`src/rtl/core/swd_pkg.sv`:
```
// ----------------------------------------------------------------------------
// swd_pkg
// Shared types and constants for the sync word deframer.
// ----------------------------------------------------------------------------
`default_nettype none

package swd_pkg;

	localparam int SYNC_LEN_DEF = 2;

	localparam int QDEPTH = 4;
	localparam int QAW    = 2;

	localparam logic [2:0] EV_PAYLOAD = 3'd0;
	localparam logic [2:0] EV_START   = 3'd1;
	localparam logic [2:0] EV_ACK     = 3'd2;
	localparam logic [2:0] EV_BADID   = 3'd3;
	localparam logic [2:0] EV_BADDATA = 3'd4;

	localparam logic CFG_SYNC_PATTERN = 1'b0;
	localparam logic CFG_SYNC_ACK     = 1'b1;

	typedef struct packed {
		logic [2:0]  kind;
		logic [7:0]  mtype;
		logic [7:0]  val;
		logic [7:0]  exp_id;
		logic [15:0] len;
		logic        pend;
		logic        last;
	} res_t;

endpackage

`default_nettype wire

```
`src/rtl/core/swd_core.sv`:
```
// ----------------------------------------------------------------------------
// swd_core
// Deframer state machine: hunt, header, payload; makes up to two results
// per byte.
// ----------------------------------------------------------------------------
`default_nettype none

module swd_core #(
	parameter int SYNC_LEN = swd_pkg::SYNC_LEN_DEF
) (
	input  wire logic          clk,
	input  wire logic          arst_n,
	input  wire logic          go,
	input  wire logic [7:0]    b,
	input  wire logic [31:0]   sync_pattern,
	input  wire logic [7:0]    sync_ack_type,
	output swd_pkg::res_t      r0,
	output swd_pkg::res_t      r1,
	output logic [1:0]         nres
);

	localparam logic [1:0] PH_HUNT    = 2'd0;
	localparam logic [1:0] PH_HEADER  = 2'd1;
	localparam logic [1:0] PH_PAYLOAD = 2'd2;
	localparam logic [2:0] SYNC_LEN_W = 3'(SYNC_LEN);

	logic [1:0]  phase_q, phase_d;
	logic [1:0]  prog_q, prog_d;
	logic [1:0]  hcnt_q, hcnt_d;
	logic [7:0]  type_q, type_d;
	logic [7:0]  id_q, id_d;
	logic [7:0]  lenhi_q, lenhi_d;
	logic [15:0] left_q, left_d;
	logic        skip_q, skip_d;
	logic [7:0]  nid_q, nid_d;
	logic        conn_q, conn_d;
	logic        mis_q, mis_d;

	logic [15:0] hdr_len;
	logic [7:0]  nid_inc;
	logic [7:0]  want;
	logic [2:0]  prog_inc;
	logic        last_pay;
	logic        to_hunt;

	always_comb begin
		phase_d  = phase_q;
		prog_d   = prog_q;
		hcnt_d   = hcnt_q;
		type_d   = type_q;
		id_d     = id_q;
		lenhi_d  = lenhi_q;
		left_d   = left_q;
		skip_d   = skip_q;
		nid_d    = nid_q;
		conn_d   = conn_q;
		mis_d    = mis_q;
		r0       = '0;
		r1       = '0;
		nres     = 2'd0;
		to_hunt  = 1'b0;
		hdr_len  = {lenhi_q, b};
		nid_inc  = nid_q + 8'd1;
		want     = sync_pattern[{prog_q, 3'b000} +: 8];
		prog_inc = {1'b0, prog_q} + 3'd1;
		last_pay = (left_q <= 16'd1);

		case (phase_q)
			PH_HEADER: begin
				case (hcnt_q)
					2'd0: begin
						type_d = b;
						hcnt_d = 2'd1;
					end
					2'd1: begin
						id_d   = b;
						hcnt_d = 2'd2;
					end
					2'd2: begin
						lenhi_d = b;
						hcnt_d  = 2'd3;
					end
					default: begin
						hcnt_d = 2'd0;
						left_d = hdr_len;
						if (!conn_q && type_q != sync_ack_type) begin
							if (hdr_len == 16'd0) begin
								to_hunt = 1'b1;
							end else begin
								phase_d = PH_PAYLOAD;
								skip_d  = 1'b1;
							end
						end else if (id_q != 8'd0 && id_q != nid_q) begin
							r0.kind   = swd_pkg::EV_BADID;
							r0.val    = id_q;
							r0.exp_id = nid_q;
							nres      = 2'd1;
							to_hunt   = 1'b1;
						end else begin
							if (id_q != 8'd0) begin
								r0.kind  = swd_pkg::EV_ACK;
								r0.val   = id_q;
								r1.kind  = swd_pkg::EV_START;
								r1.mtype = type_q;
								r1.len   = hdr_len;
								nres     = 2'd2;
								nid_d    = (nid_inc == 8'd0) ? 8'd1 : nid_inc;
							end else begin
								r0.kind  = swd_pkg::EV_START;
								r0.mtype = type_q;
								r0.len   = hdr_len;
								nres     = 2'd1;
							end
							if (type_q == sync_ack_type) begin
								conn_d = 1'b1;
							end
							if (hdr_len == 16'd0) begin
								to_hunt = 1'b1;
							end else begin
								phase_d = PH_PAYLOAD;
								skip_d  = 1'b0;
							end
						end
					end
				endcase
			end
			PH_PAYLOAD: begin
				if (!skip_q) begin
					r0.kind  = swd_pkg::EV_PAYLOAD;
					r0.mtype = type_q;
					r0.val   = b;
					r0.pend  = last_pay;
					nres     = 2'd1;
				end
				left_d = last_pay ? 16'd0 : left_q - 16'd1;
				if (last_pay) begin
					to_hunt = 1'b1;
				end
			end
			default: begin
				if (b == want) begin
					if (prog_inc >= SYNC_LEN_W) begin
						phase_d = PH_HEADER;
						prog_d  = 2'd0;
						hcnt_d  = 2'd0;
						mis_d   = 1'b0;
					end else begin
						prog_d = prog_inc[1:0];
					end
				end else begin
					prog_d = 2'd0;
					if (!mis_q) begin
						mis_d   = 1'b1;
						r0.kind = swd_pkg::EV_BADDATA;
						nres    = 2'd1;
					end
				end
			end
		endcase

		if (to_hunt) begin
			phase_d = PH_HUNT;
			prog_d  = 2'd0;
			hcnt_d  = 2'd0;
			skip_d  = 1'b0;
		end

		if (nres == 2'd1) begin
			r0.last = 1'b1;
		end
		if (nres == 2'd2) begin
			r1.last = 1'b1;
		end
	end

	always_ff @(posedge clk or negedge arst_n) begin
		if (!arst_n) begin
			phase_q <= PH_HUNT;
			prog_q  <= 2'd0;
			hcnt_q  <= 2'd0;
			type_q  <= 8'd0;
			id_q    <= 8'd0;
			lenhi_q <= 8'd0;
			left_q  <= 16'd0;
			skip_q  <= 1'b0;
			nid_q   <= 8'd1;
			conn_q  <= 1'b0;
			mis_q   <= 1'b0;
		end else if (go) begin
			phase_q <= phase_d;
			prog_q  <= prog_d;
			hcnt_q  <= hcnt_d;
			type_q  <= type_d;
			id_q    <= id_d;
			lenhi_q <= lenhi_d;
			left_q  <= left_d;
			skip_q  <= skip_d;
			nid_q   <= nid_d;
			conn_q  <= conn_d;
			mis_q   <= mis_d;
		end
	end

endmodule

`default_nettype wire

```
`src/rtl/core/swd_queue.sv`:
```
// ----------------------------------------------------------------------------
// swd_queue
// Result queue: takes up to two results a cycle, hands out one.
// ----------------------------------------------------------------------------
`default_nettype none

module swd_queue (
	input  wire logic          clk,
	input  wire logic          arst_n,
	input  wire swd_pkg::res_t r0,
	input  wire swd_pkg::res_t r1,
	input  wire logic [1:0]    npush,
	input  wire logic          pop,
	output logic               room,
	output logic               nonempty,
	output swd_pkg::res_t      head
);

	localparam int CW = swd_pkg::QAW + 1;

	swd_pkg::res_t mem_q [swd_pkg::QDEPTH];
	logic [swd_pkg::QAW-1:0] rd_q, wr_q;
	logic [CW-1:0]           cnt_q;
	logic [CW-1:0]           cnt_left;

	assign nonempty = (cnt_q != '0);
	assign head     = mem_q[rd_q];
	assign cnt_left = cnt_q - CW'(pop);
	assign room     = (cnt_left <= CW'(swd_pkg::QDEPTH - 2));

	always_ff @(posedge clk) begin
		if (npush != 2'd0) begin
			mem_q[wr_q] <= r0;
		end
		if (npush == 2'd2) begin
			mem_q[wr_q + swd_pkg::QAW'(1)] <= r1;
		end
	end

	always_ff @(posedge clk or negedge arst_n) begin
		if (!arst_n) begin
			rd_q  <= '0;
			wr_q  <= '0;
			cnt_q <= '0;
		end else begin
			if (pop) begin
				rd_q <= rd_q + swd_pkg::QAW'(1);
			end
			wr_q  <= wr_q + swd_pkg::QAW'(npush);
			cnt_q <= cnt_left + CW'(npush);
		end
	end

endmodule

`default_nettype wire

```
`src/rtl/core/sync_word_deframer_with_sequence_ack.sv`:
```
// ----------------------------------------------------------------------------
// sync_word_deframer_with_sequence_ack
// Byte stream deframer with sync word hunt, header decode and packet-id ack.
//
// Input channel: in_valid/in_stall with rx_byte, one received byte a request.
// Output channel: out_valid/out_stall with the event fields; a byte gives
// zero, one or two events, last_of_run marks the last one of a byte.
// Config channel: cfg_valid/cfg_ready (always ready), cfg_index selects
// sync_pattern (0) or sync_ack_type (1), cfg_data carries the value.
// Path: an accepted byte is held in the input register, and its events are
// written into the result queue once it has room for two; the first then
// shows from the queue head. Throughput: one byte a cycle while the queue keeps
// two free slots; bytes that make two events are limited by the one-event-
// per-cycle output port.
// Reset: clears the control registers, the hunt state and the queue; next id is 1.
// Stall: a stalled output holds its event; once the queue cannot take two
// more events the input register holds and in_stall rises.
// ----------------------------------------------------------------------------
`default_nettype none

module sync_word_deframer_with_sequence_ack #(
	parameter int SYNC_LEN = swd_pkg::SYNC_LEN_DEF
) (
	input  wire logic        clk,
	input  wire logic        arst_n,
	input  wire logic        in_valid,
	output logic             in_stall,
	input  wire logic [7:0]  rx_byte,
	output logic             out_valid,
	input  wire logic        out_stall,
	output logic [2:0]       event_kind,
	output logic [7:0]       message_type,
	output logic [7:0]       byte_value,
	output logic [7:0]       expected_id,
	output logic [15:0]      payload_length,
	output logic             payload_end,
	output logic             last_of_run,
	input  wire logic        cfg_valid,
	output logic             cfg_ready,
	input  wire logic        cfg_index,
	input  wire logic [31:0] cfg_data
);

	logic [31:0]   sync_pattern_q;
	logic [7:0]    sync_ack_type_q;
	logic          valid_s1;
	logic [7:0]    byte_s1;
	logic          go;
	logic          room;
	logic          pop;
	logic [1:0]    nres;
	swd_pkg::res_t r0, r1, head;

	assign cfg_ready = 1'b1;

	always_ff @(posedge clk or negedge arst_n) begin
		if (!arst_n) begin
			sync_pattern_q  <= 32'd0;
			sync_ack_type_q <= 8'd0;
		end else if (cfg_valid) begin
			case (cfg_index)
				swd_pkg::CFG_SYNC_PATTERN: sync_pattern_q  <= cfg_data;
				swd_pkg::CFG_SYNC_ACK:     sync_ack_type_q <= cfg_data[7:0];
				default: ;
			endcase
		end
	end

	assign go       = valid_s1 && room;
	assign in_stall = valid_s1 && !room;

	always_ff @(posedge clk or negedge arst_n) begin
		if (!arst_n) begin
			valid_s1 <= 1'b0;
		end else if (!in_stall) begin
			valid_s1 <= in_valid;
		end
	end

	always_ff @(posedge clk) begin
		if (!in_stall && in_valid) begin
			byte_s1 <= rx_byte;
		end
	end

	swd_core #(
		.SYNC_LEN(SYNC_LEN)
	) u_core (
		.clk          (clk),
		.arst_n       (arst_n),
		.go           (go),
		.b            (byte_s1),
		.sync_pattern (sync_pattern_q),
		.sync_ack_type(sync_ack_type_q),
		.r0           (r0),
		.r1           (r1),
		.nres         (nres)
	);

	assign pop = out_valid && !out_stall;

	swd_queue u_queue (
		.clk     (clk),
		.arst_n  (arst_n),
		.r0      (r0),
		.r1      (r1),
		.npush   (go ? nres : 2'd0),
		.pop     (pop),
		.room    (room),
		.nonempty(out_valid),
		.head    (head)
	);

	assign event_kind     = head.kind;
	assign message_type   = head.mtype;
	assign byte_value     = head.val;
	assign expected_id    = head.exp_id;
	assign payload_length = head.len;
	assign payload_end    = head.pend;
	assign last_of_run    = head.last;

endmodule

`default_nettype wire

```
`config.mk`:
```
export PLATFORM = sky130hd
export DESIGN_NAME = sync_word_deframer_with_sequence_ack
export DESIGN_NICKNAME = d
export VERILOG_FILES = /design/src/rtl/core/swd_pkg.sv /design/src/rtl/core/swd_core.sv /design/src/rtl/core/swd_queue.sv /design/src/rtl/core/sync_word_deframer_with_sequence_ack.sv
export SDC_FILE = /design/constraint.sdc
export NUM_CORES = 1
export LEC_CHECK = 0
export BUFFER_PORTS_ARGS = -buffer_cell sky130_fd_sc_hd__buf_2
export CORE_ASPECT_RATIO = 2
export CORE_UTILIZATION = 50
export CTS_CLUSTER_DIAMETER = 200
export DETAILED_ROUTE_END_ITERATION = 6
export GPL_TIMING_DRIVEN = 0
export PLACE_DENSITY = 0.66
export SLEW_MARGIN = 5
export SYNTH_ARGS = -nofsm -noshare
export SYNTH_HDL_FRONTEND = slang
export SYNTH_HIERARCHICAL = 1
export SYNTH_SLANG_ARGS = --single-unit
```
`constraint.sdc`:
```
create_clock -name clk -period 6.6 [get_ports clk]
set_input_delay 0.33 -clock clk [delete_from_list [all_inputs] [get_ports clk]]
set_output_delay 0.33 -clock clk [all_outputs]
set_load 0.01 [all_outputs]
```
==> summary.md, run 1 <==
| Metric | Value |
|---|---|
| Outcome | finished, final reports clean |
| FP Rows | 91 |
| Crit. End Element | flip-flop |
| Worst Tran Pin Value | ~970 ps |
| 1st-iter DRT viols | around 470 |
| Fill count | ~2500 |
| Switch share | slightly above 30% |
| Min-Delay Path Class | in -> reg |
| DRC viols | 0 |
| Final non-filler cell total | approximately 1700 |
| Setup-failing EPs final | 0 |
| DP Cell Count | 1591 |
| CP arrival | roughly 4700 ps |
| ANT cells | 0 |
| Bufs on Longest Clock Path | 3 |
| Total CTS buffers | 27 |
| # resized after CTS | 0 |
| Ys flop type | edfxtp_1 |
| DR vias | slightly above 9000 |
| Switch Pwr | about 1700 uW |
| Layout Utilization | about three fifths |
| Hold Vio Cnt, Final | 0 |
| # IOs | between 90 and 100 |
| Chip width | 128 um |
| Worst Setup EP | u_queue/mem_q[0][16] |
| Hold_buf cts | 19 |
| Post-Syn Area per Cell | about 15 um2 |
| Worst R2R Setup Slack | approximately 2200 ps |
| Kind of critical path | reg -> reg |
| Reg-to-reg startpoint | u_core/type_q[6] |
| First-pass GRT wire length | 56100 um |
| Post-synth cell types | 65 |
| Crit path time final | 4360 ps |
| First-pass DRT Iterations | 5 |
| Core ar. | a little over 30000 um2 |
| Comb power frac | 30.8% |
| Reg2Reg Capture Point | u_queue/mem_q[0][16] |
| Antenna violations before repair | 0 |
| Slew Viols, Final | 0 |
| Leakage | around 0.0069 uW |
| Vias in the first global route | a little under 10000 |
| Total global routing overflow | 0 |
| Final layout net count | 1282 |
| Critical Path Source | u_core/type_q[6] |
| Cell Int Power | 3880 uW |
| CTS tree | yes |
| Post-synthesis sequential area ratio | 52.3% |
| Max_cap viols | 0 |
| Largest net degree at the start of global routing | between 90 and 100 |
| Hold_ws | between 15 and 20 ps |
| Die area | 32400 um2 |
| Rel. slew slack | a little over a third |
| Clock share of power | between 20% and 30% |
| Synth warn | 6 |
| Post-DP HPWL | 26000 um |
| Setup TNS | 0 ps |
| Area growth, synth to finish | 14.8% |
| Overall Global Routing Usage | 23.2% |
| WL/cell | around 22 um |
| Clk_lat worst skew | between 500 and 600 ps |
| Seq pwr share | 41.8% |
| Final GP Congestion | around 0.9 |
| Asr flop ratio synth | 35.8% |
| # port buffers | slightly above 90 |
| Number of enable flip-flop cells after synthesis | about 190 |
| Buffers inserted by post-CTS timing repair | 0 |
| R2R depth | 14 |
| CTS Sinks | approximately 300 |
| Synth Cell Area | 15800 um2 |
| Final WL | between 30000 and 40000 um |
| Post-DRT Antenna Nets | 0 |
| Max FO, Critical Path | 19 |
| PD cells | just over 300 nW/um2 |
| CTS Root Cell | clkbuf_16 |
| Htree depth | 1 |
| Post-synthesis register bit count | approximately 300 |
| Vias/cell | 5.59 |
| Crit start category | flip-flop |
| Post-route clock period utilization | between 60% and 70% |
| Power, Total | 5600 uW |
| Initial core utilization | about 51% |
| Ratio of cells with drive above 1 in the final layout | between 40% and 50% |
| RSZ-0062 raised after global routing | false |
| Chip height | around 250 um |
| Syn Inst Count | about 1100 |
| Clk slew on worst S/H paths | about 60 ps |
| Required @ worst endpoint | 6900 ps |
| FMAX | 0.229 GHz |
| Maximum vdd drop | about 0.00027 V |
| Clk_skew | ~11 ps |
[worst max-delay path, cell delays in order (launching register included)]
cell and delay (ps):
dfrtp_1 420, xor2_1 150, nor4_1 610, a21oi_1 320, nor3_1 280, clkbuf_1 360
a21oi_1 130, nand2_1 90, and3_1 360, nand4b_1 150, buf_2 330, buf_4 290
o21ai_4 190, buf_16 230, buf_12 170
[power by group through the flow]
stage / logic [uW] / registers, uW / clock network (uW)
floorplan: 1180 / 2350 / 0
global placement: 1680 / 2390 / 0
detailed placement: 1740 / 2380 / 0
CTS: 1760 / 2340 / 1560
global route: 1870 / 2370 / 1630
finish: 1720 / 2340 / 1530
[cell usage in the layout (no fill, tap or decap), types with 14 or more instances in the layout]
cell type	netlist	layout
buf_4	28	28
conb_1	2	20
a22o_1	15	15
clkbuf_16	0	27
mux4_2	53	53
ha_1	14	14
edfxtp_1	188	188
mux2_4	149	149
buf_2	11	102
buf_6	18	19
clkbuf_1	24	27
nand2_1	37	37
inv_1	27	27
dlygate4sd3_1	0	19
and2_1	54	54
nor2_1	22	20
xnor2_1	26	26
dfrtp_1	104	104
nor4_1	29	29
o21ai_0	39	38
mux2_2	88	88
[final cells by class]
cell class	count	area [um2]	area share, %
Timing Repair Buffer	119	847	4.66
Inverter	27	101	0.558
Sequential cell	293	8270	45.6
Clock buffer	36	769	4.24
Buffer	92	716	3.94
Clock inverter	13	90.1	0.496
Multi-Input combinational cell	661	6840	37.7
Tap cell	418	523	2.88
[routing by layer]
layer / GRT usage [%] / wire (um) / up-vias
met5: 0 / 0 / -
met4: 8.24 / 1120 / 0
met3: 2.02 / 1100 / 59
met2: 46.8 / 21000 / 192
met1: 24.4 / 12900 / 4721
li1: - / - / 4299
[metrics by stage]
step / setup slack (ps) / area (um2)
6_report: 2240 / 18200
4_1_cts: 2200 / 18200
3_3_place_gp: -2970 / 16900
5_1_grt: 1940 / 18200
2_1_floorplan: 611 / 15900
3_5_place_dp: 2220 / 17100
[synthesized netlist by cell type (all sizes together), types with 2 or more instances]
library cell / n / area (um2)
mux2: 237 / 3230
edfxtp: 188 / 5650
dfrtp: 104 / 2600
buf: 62 / 552
and2: 54 / 338
mux4: 53 / 1190
o21ai: 40 / 200
nand2: 37 / 139
clkbuf: 30 / 164
nor4: 29 / 181
inv: 27 / 101
xnor2: 26 / 228
nor2: 22 / 82.6
a22o: 15 / 131
ha: 14 / 175
nor3: 11 / 55.1
xor2: 10 / 87.6
a21oi: 9 / 45.0
nand4: 9 / 56.3
and3: 7 / 43.8
nand3: 7 / 35.0
or4: 6 / 45.0
o22ai: 5 / 31.3
or3: 5 / 32.5
a22oi: 4 / 30.0
nor2b: 4 / 25.0
o221ai: 3 / 32.5
o32ai: 3 / 26.3
a21o: 2 / 15.0
and4bb: 2 / 25.0
conb: 2 / 7.51
mux2i: 2 / 20.0
nand2b: 2 / 12.5
o211ai: 2 / 15.0
o21bai: 2 / 15.0
or2: 2 / 12.5
[cells by family (layout without fill, tap and decap cells)]
group	count (synthesis)	count (layout)	share of synthesized area (%)
muxes	292	292	28.1
other	2	20	0.0475
buffers and inverters	119	287	5.16
DFF	293	293	52.3
AOI/OAI and AO/OA	95	95	4.00
adders and majority gates	15	15	1.23
and+or+nand+nor	203	203	7.20
xor gates and xnor gates	36	36	1.99
[how the worst min path moves through the flow]
stage,startpoint,depth (start not counted),endpoint
finish,cfg_data[17],2,sync_pattern_q[17]
CTS,cfg_data[9],2,sync_pattern_q[9]
detailed placement,arst_n,1,u_core/left_q[9]
global placement,u_core/conn_q,1,u_core/conn_q
global route,cfg_data[9],2,sync_pattern_q[9]
floorplan,arst_n,0,sync_ack_type_q[0]
[state kept, by name, summed over array words and instances (netlist names)]
signal           flops
u_core/mis_q         1
u_core/lenhi_q       8
u_core/phase_q       2
u_core/prog_q        2
u_core/nid_q         8
sync_pattern_q      32
u_core/type_q        8
byte_s1              8
u_queue/wr_q         2
u_queue/cnt_q        3
u_core/left_q       16
u_queue/mem_q      180
u_core/conn_q        1
u_core/skip_q        1
u_queue/rd_q         2
valid_s1             1
sync_ack_type_q      8
u_core/hcnt_q        2
u_core/id_q          8
Power figures use the tool's default switching activity.
==> run 2: changes to the inputs <==
--- a/config.mk
+++ b/config.mk
@@ -5,13 +5,14 @@
 export SDC_FILE = /design/constraint.sdc
 export NUM_CORES = 1
 export LEC_CHECK = 0
+export ABC_AREA = 1
 export BUFFER_PORTS_ARGS = -buffer_cell sky130_fd_sc_hd__buf_2
 export CORE_ASPECT_RATIO = 2
 export CORE_UTILIZATION = 50
 export CTS_CLUSTER_DIAMETER = 200
 export DETAILED_ROUTE_END_ITERATION = 6
 export GPL_TIMING_DRIVEN = 0
-export PLACE_DENSITY = 0.66
+export PLACE_DENSITY = 0.68
 export SLEW_MARGIN = 5
 export SYNTH_ARGS = -nofsm -noshare
 export SYNTH_HDL_FRONTEND = slang
==> constraint.sdc (replaced) <==
create_clock -name clk -period 3.96 [get_ports clk]
set_input_delay 0.198 -clock clk [delete_from_list [all_inputs] [get_ports clk]]
set_output_delay 0.198 -clock clk [all_outputs]
set_load 0.01 [all_outputs]
==> run 2 against run 1 <==
The run now ends with DRC left. Non-clock buffer count up 60. Synthesized cell count rose by 110%. Utilization increased by 0.46 points. Hold slack lost 9.9 ps. First-iteration DRC count rose to 2.8 times the previous value. Sequential share of layout area decreased by 3.0 points.
==> summary.md, run 2 <==
| Metric | Value |
|---|---|
| Yosys top cell area share | 33.8% (-1.9 points) |
| Setup TNS | 0 ps (unchanged) |
| Post-DP HPWL | 36900 um (+42%) |
| Final layout net count | 2417 (+89%) |
| Vias/cell | 5.42 (-3.1%) |
| Commonest non-fill, non-tap cell in the layout | nand2_1 |
| DR vias | 15200 (+64%) |
| Setup-failing EPs final | 0 (unchanged) |
| Max_cap viols | 0 (unchanged) |
| Chip width | 131 um (+2.7%) |
| Max FO, Critical Path | 19 (unchanged) |
| Post-synthesis register bit count | 293 (unchanged) |
| Syn Inst Count | 2163 (+110%) |
| Overall Global Routing Usage | 30.4% (+7.2 points) |
| Die area | 34200 um2 (+5.5%) |
| CP arrival | 4070 ps (-590 ps) |
| Clk slew on worst S/H paths | 70 ps (about the same) |
| # port buffers | 90 (-2.2%) |
| Crit path time final | 3750 ps (-618 ps) |
| Hold Vio Cnt, Final | 0 (unchanged) |
| Power, Total | 10500 uW (+88%) |
| Most frequent cell after synthesis | nand2_1 |
| FMAX | 0.267 GHz (+16%) |
| Placement Setup Slack | -457 ps (-2680 ps) |
| Post-DRT Antenna Nets | 0 (unchanged) |
| # IOs | 94 (unchanged) |
| Post-synthesis sequential area ratio | 49.5% (-2.8 points) |
| Post-synth cell types | 47 (-28%) |
| Top delay family on crit path | simple AND/OR/NAND/NOR gates |
| Top Registers | u_queue/mem_q (180), sync_pattern_q (32), u_core/left_q (16) |
| Failing checks | DRC |
| ANT cells | 0 (unchanged) |
| First-pass GRT wire length | 79900 um (+42%) |
| Core ar. | 32900 um2 (+6.3%) |
| Htree depth | 1 (unchanged) |
| Critical Path Max Stage Delay | 430 ps (-180 ps) |
| 1st-iter DRT viols | 1291 (+180%) |
| Number of enable flip-flop cells after synthesis | 188 (unchanged) |
| Kind of critical path | reg -> reg |
| Crit start category | flip-flop |
| Worst Tran Pin Value | 943 ps (-29.2 ps) |
| Max reg flops | 180 (unchanged) |
| DRC viols | 4 (+4) |
| Biggest register | u_queue/mem_q |
| WL/cell | 18.4 um (-16%) |
| Required @ worst endpoint | 4280 ps (-2620 ps) |
| Vias in the first global route | 15500 (+57%) |
| Initial core utilization | 50.7% (-0.37 points) |
| Min-Delay Path Class | in -> async |
| Leakage | 0.00959 uW (+38%) |
| Total global routing overflow | 0 (unchanged) |
| Top post-synthesis cells by count | 837 x nand2_1, 311 x nand3_1, 226 x inv_1 |
| CTS tree | yes |
| Slew Viols, Final | 0 (unchanged) |
| Ys flop type | edfxtp_1 |
| Most frequent cells in the layout | 832 x nand2_1, 311 x nand3_1, 226 x inv_1 |
| Ratio of cells with drive above 1 in the final layout | 14.8% (-26 points) |
| Asr flop ratio synth | 35.8% (unchanged) |
| Bufs on Longest Clock Path | 3 (unchanged) |
| Post-Syn Area per Cell | 7.72 um2 (-49%) |
| RSZ-0062 raised after global routing | false |
| Synth area leader | edfxtp_1 |
| CTS Sinks | 293 (unchanged) |
| Maximum vdd drop | 0.000479 V (+76%) |
| First-pass DRT Iterations | 7 (+2) |
| Final GP Congestion | 0.917 (+4.1%) |
| Crit. End Element | flip-flop |
| Clk_lat worst skew | 580 ps (+40 ps) |
| Crit path top cell by count | nand2_1 |
| Outcome | complete, but fails checks |
| Slowest cell on crit path | dfrtp_1 |
| Largest net degree at the start of global routing | 93 (+2.2%) |
| PD cells | 542 nW/um2 (+76%) |
| Largest cells by area after synthesis | edfxtp_1 34%, nand2_1 19%, dfrtp_1 16% |
| Rel. slew slack | 36.7% (+2.0 points) |
| Post-route clock period utilization | 94.6% (+28 points) |
| FP Rows | 94 (+3.3%) |
| Critical path cell sequence | inv_2 > nand2_1 > nand2_1 > nand2_1 > nor2_1 > nand2_1 > nand2_1 > nand2_1 > nor2_1 > inv_1 > nor2_1 > nor2_1 > nand2_1 > inv_1 > nor2_2 > nor2_4 > buf_4 > nand2_4 > buf_2 > nand2_8 > buf_16 |
| Final WL | 51600 um (+43%) |
| Synth Cell Area | 16700 um2 (+5.6%) |
| Area growth, synth to finish | 16.5% |
| PnR worst setup slack | 214 ps (-2020 ps) |
| Chip height | 260 um (+2.7%) |
| Hold_ws | 8.77 ps (-9.91 ps) |
| CTS Root Cell | clkbuf_16 |
| Antenna violations before repair | 0 (unchanged) |
| WP buf/inv | 6 (+1) |
| Synth warn | 6 (unchanged) |
| Total CTS buffers | 28 (+3.7%) |
| Clk_skew | 14.0 ps (+3.32 ps) |
==> run 2: final cells by class <==
type,instances,area (um2)
flip-flops and latches,293,8270
clock buffers,37,808
inverters,245,935
fillers,2931,13500
repair buffers,144,1080
clock inverters,14,155
well taps,432,541
multi-input cells,1517,6940
plain buffers,127,732
==> run 2: worst paths after layout <==
check,to,from,depth (start not counted),slack [ps]
max,u_queue/mem_q[1][9],u_core/type_q[5],21,210
min,u_core/left_q[4],arst_n,2,9
min in group clk,sync_pattern_q[20],cfg_valid,4,20
min reg2reg,sync_pattern_q[19],sync_pattern_q[19],2,470
max in group asynchronous,sync_pattern_q[8],arst_n,3,3210
max reg2reg,u_queue/mem_q[1][9],u_core/type_q[5],21,210
==> run 2: cells by family after synthesis <==
logic type | count (synthesis) | synth area share (%)
compound gates | 106 | 3.61
xor+xnor | 17 | 0.891
fa+ha+maj | 15 | 1.17
buf+inv | 373 | 10.0
flops | 293 | 49.5
other cells | 2 | 0.0450
simple gates | 1357 | 34.8
==> run 2: where the power goes <==
part           switching [uW]  total, uW  internal (uW)
logic                    2750       3980           1230
clock network            1180       2810           1630
registers                 213       3750           3540
==> run 2: what timing repair did <==
action	in CTS	in global routing
buffers inserted	0	0
hold buffers	49	0
endpoints found under the setup margin	180	180
cloned	0	2
resized for setup	9	7
pin swaps	0	2
endpoints found under the hold margin	155	0
==> run 2: metrics by stage <==
| stage | std cells | area [um2] | util [%] |
|---|---|---|---|
| after floorplan | 2181 | 16800 | - |
| after global placement | 2703 | 17800 | 53.9 |
| after detailed placement | 2708 | 17900 | 54.4 |
| after CTS | 2808 | 19400 | 59.0 |
| after global routing | 2809 | 19500 | 59.1 |
| final | 2809 | 19500 | 59.1 |
==> run 2: per-layer routing <==
layer / share of wire [%] / global-route usage (%) / routed length [um]
met5: 0 / 0 / 0
met1: 32 / 29.1 / 16300
met4: 7.5 / 23.4 / 3880
met2: 54 / 58.7 / 27800
met3: 6.9 / 3.55 / 3550
==> run 3: changes to the inputs <==
--- a/config.mk
+++ b/config.mk
@@ -12,7 +12,7 @@
 export CTS_CLUSTER_DIAMETER = 200
 export DETAILED_ROUTE_END_ITERATION = 6
 export GPL_TIMING_DRIVEN = 0
-export PLACE_DENSITY = 0.68
+export PLACE_DENSITY = 0.65
 export SLEW_MARGIN = 5
 export SYNTH_ARGS = -nofsm -noshare
 export SYNTH_HDL_FRONTEND = slang
==> constraint.sdc (replaced) <==
create_clock -name clk -period 4.73 [get_ports clk]
set_input_delay 0.2365 -clock clk [delete_from_list [all_inputs] [get_ports clk]]
set_output_delay 0.2365 -clock clk [all_outputs]
set_load 0.01 [all_outputs]
==> run 3 against run 2 <==
Largest cell class unchanged. Clock skew increased by 3.9 ps. Sequential power decreased by 16%. Final area decreased by 1.0%. Highest routed layer unchanged. Non-clock buffer count decreased by 5. The flow now finishes without violations. Sequential share of layout area increased by 0.45 points. Die area unchanged. First-iteration DRC count decreased by 20%. Global-route usage decreased by 0.30 points. Worst setup slack improved by 250 ps. Clock-buffer cell count decreased by 1. Clock power decreased by 17%.
==> summary.md, run 3 (same netlist as run 2, synthesis figures left out) <==
| Metric | Value |
|---|---|
| Reg area | 8270 um2 (unchanged) |
| Vias/cell | 5.36 (-1.1%) |
| Final WL | 50700 um (-1.8%) |
| Crit path top cell by count | nand2_1 |
| Rel. slew slack | 37.9% (+1.3 points) |
| Slowest cell on crit path | nor2_1 |
| Maximum vdd drop | 0.000343 V (-28%) |
| Clk slew on worst S/H paths | 70 ps (about the same) |
| Fill count | 3031 (+3.4%) |
| Ratio of cells with drive above 1 in the final layout | 14.4% (-0.37 points) |
| RSZ-0062 raised after global routing | false |
| WL/cell | 18.1 um (-1.5%) |
| 1st-iter DRT viols | 1032 (-20%) |
| Biggest register | u_queue/mem_q |
| Clk_lat worst skew | 560 ps (-20 ps) |
| Hold path cells | 3 |
| PnR worst setup slack | 467 ps (+253 ps) |
| # port buffers | 90 (unchanged) |
| Crit path time final | 4260 ps (+517 ps) |
| Setup-failing EPs final | 0 (unchanged) |
| FMAX | 0.235 GHz (-12%) |
| WP buf/inv | 7 (+1) |
| Core ar. | 32900 um2 (unchanged) |
| Top delay family on crit path | simple AND/OR/NAND/NOR gates |
| Multi-input logic area | 6850 um2 (-1.3%) |
| Total CTS buffers | 27 (-3.6%) |
| Reg-to-reg startpoint | u_core/prog_q[0] |
| Hold Path Sink | u_queue/rd_q[0] |
| Final layout net count | 2409 (-0.33%) |
| ANT cells | 0 (unchanged) |
| Critical Path Max Stage Delay | 420 ps (about the same) |
| Most frequent cells in the layout | 833 x nand2_1, 311 x nand3_1, 226 x inv_1 |
| Slew Viols, Final | 0 (unchanged) |
| Reg2Reg Capture Point | u_queue/mem_q[1][8] |
| Post-route clock period utilization | 90.1% (-4.5 points) |
| Die area | 34200 um2 (unchanged) |
| CP arrival | 4550 ps (+480 ps) |
| Commonest non-fill, non-tap cell in the layout | nand2_1 |
| Hold Vio Cnt, Final | 0 (unchanged) |
| Hold_ws | 40.6 ps (+31.8 ps) |
| Leakage | 0.00954 uW (-0.57%) |
| Post-DRT Antenna Nets | 0 (unchanged) |
| Vias in the first global route | 14900 (-4.0%) |
| CTS Root Cell | clkbuf_16 |
| First-pass GRT wire length | 79200 um (-0.82%) |
| CTS Sinks | 293 (unchanged) |
| R2R depth | 21 (unchanged) |
| # IOs | 94 (unchanged) |
| First-pass DRT Iterations | 7 (unchanged) |
| Antenna violations before repair | 0 (unchanged) |
| Total global routing overflow | 0 (unchanged) |
| Crit. End Element | flip-flop |
| Overall Global Routing Usage | 30.1% (-0.30 points) |
| Largest net degree at the start of global routing | 62 (-33%) |
| Htree depth | 1 (unchanged) |
| Chip height | 260 um (unchanged) |
| DRC viols | 0 (-4) |
| Post-DP HPWL | 36400 um (-1.3%) |
| Initial core utilization | 50.7% (unchanged) |
| Placement Setup Slack | 365 ps (+822 ps) |
| PD cells | 455 nW/um2 (-16%) |
| Critical path cell sequence | buf_6 > buf_4 > nand2_1 > nand3_1 > nand2_1 > nand2_1 > nand3_2 > nor2_2 > nand2_1 > nand2_1 > nor2_1 > inv_1 > nand2_1 > inv_1 > nor2_1 > nor2_4 > buf_4 > nand2_4 > buf_2 > nand2_2 > buf_12 |
| Max_cap viols | 0 (unchanged) |
| Clk_skew | 17.8 ps (+3.86 ps) |
| Worst R2R Setup Slack | 470 ps (+250 ps) |
| Area growth, synth to finish | 15.3% |
| Final GP Congestion | 0.907 (-1.1%) |
| Required @ worst endpoint | 5020 ps (+740 ps) |
| Kind of critical path | reg -> reg |
| Outcome | finished, final reports clean |
| CTS tree | yes |
| DR vias | 15000 (-1.4%) |
| Min-Delay Path Class | in -> reg |
| Top Registers | u_queue/mem_q (180), sync_pattern_q (32), u_core/left_q (16) |
| FP Rows | 94 (unchanged) |
| Hold path start | out_stall |
| Bufs on Longest Clock Path | 3 (unchanged) |
| Chip width | 131 um (unchanged) |
| Crit start category | flip-flop |
| Worst Tran Pin Value | 924 ps (-18.9 ps) |
| Max FO, Critical Path | 29 (+10) |
| Setup TNS | 0 ps (unchanged) |
| Max reg flops | 180 (unchanged) |
-- run 3: where the power goes --
part,switching (uW),internal [uW]
combinational,2260,1020
sequential,183,2960
clock,977,1350
total,3420,5330
-- run 3: worst max path at each step --
stage	endpoint	depth (start not counted)	startpoint	slack [ps]
global placement	u_queue/mem_q[3][15]	18	u_core/phase_q[1]	-850
global route	u_queue/mem_q[1][16]	19	u_core/phase_q[1]	120
detailed placement	u_queue/mem_q[2][17]	18	u_core/phase_q[1]	360
finish	u_queue/mem_q[1][8]	21	u_core/prog_q[0]	470
CTS	u_queue/mem_q[2][24]	20	u_core/prog_q[0]	330
floorplan	u_queue/mem_q[3][0]	18	u_core/phase_q[1]	1000
-- run 3: final cells by class --
| class | instances | share of cell area (%) |
|---|---|---|
| Buffer | 128 | 3.82 |
| Clock buffer | 36 | 3.96 |
| Clock inverter | 13 | 0.916 |
| Inverter | 245 | 4.85 |
| Multi-Input combinational cell | 1515 | 35.6 |
| Sequential cell | 293 | 43.0 |
| Tap cell | 432 | 2.81 |
| Timing Repair Buffer | 138 | 5.11 |
-- run 3: per-stage QoR --
step	util, %	instance area, um2	power, uW	instances
after global routing	58.5	19300	9230	2800
after CTS	58.5	19300	8780	2800
final	58.5	19300	8750	2800
after global placement	53.9	17800	6360	2703
after detailed placement	54.3	17900	6420	2707
after floorplan	-	16800	5190	2181
-- run 3: layer usage --
layer | wire length, um | global-route usage [%] | vias up
li1 | - | - | 7208
met1 | 17000 | 30.2 | 6979
met2 | 28000 | 60.0 | 647
met3 | 2970 | 2.54 | 167
met4 | 2650 | 17.1 | 0
met5 | 0 | 0 | -
-- run 3: worst register-to-register path: cells and delay by family (launching register included) --
kind / cells / cell delay, ps
and+or+nand+nor: 14 / 2260
buffers and inverters: 7 / 1330
DFF: 1 / 380
-- run 3: timing repair --
item | 4_1_cts | 5_1_grt
setup buffers | 0 | 0
gates resized for setup | 0 | 1
hold endpoints to repair | 93 | 0
endpoints found under the setup margin | 0 | 25
hold buffers | 44 | 0
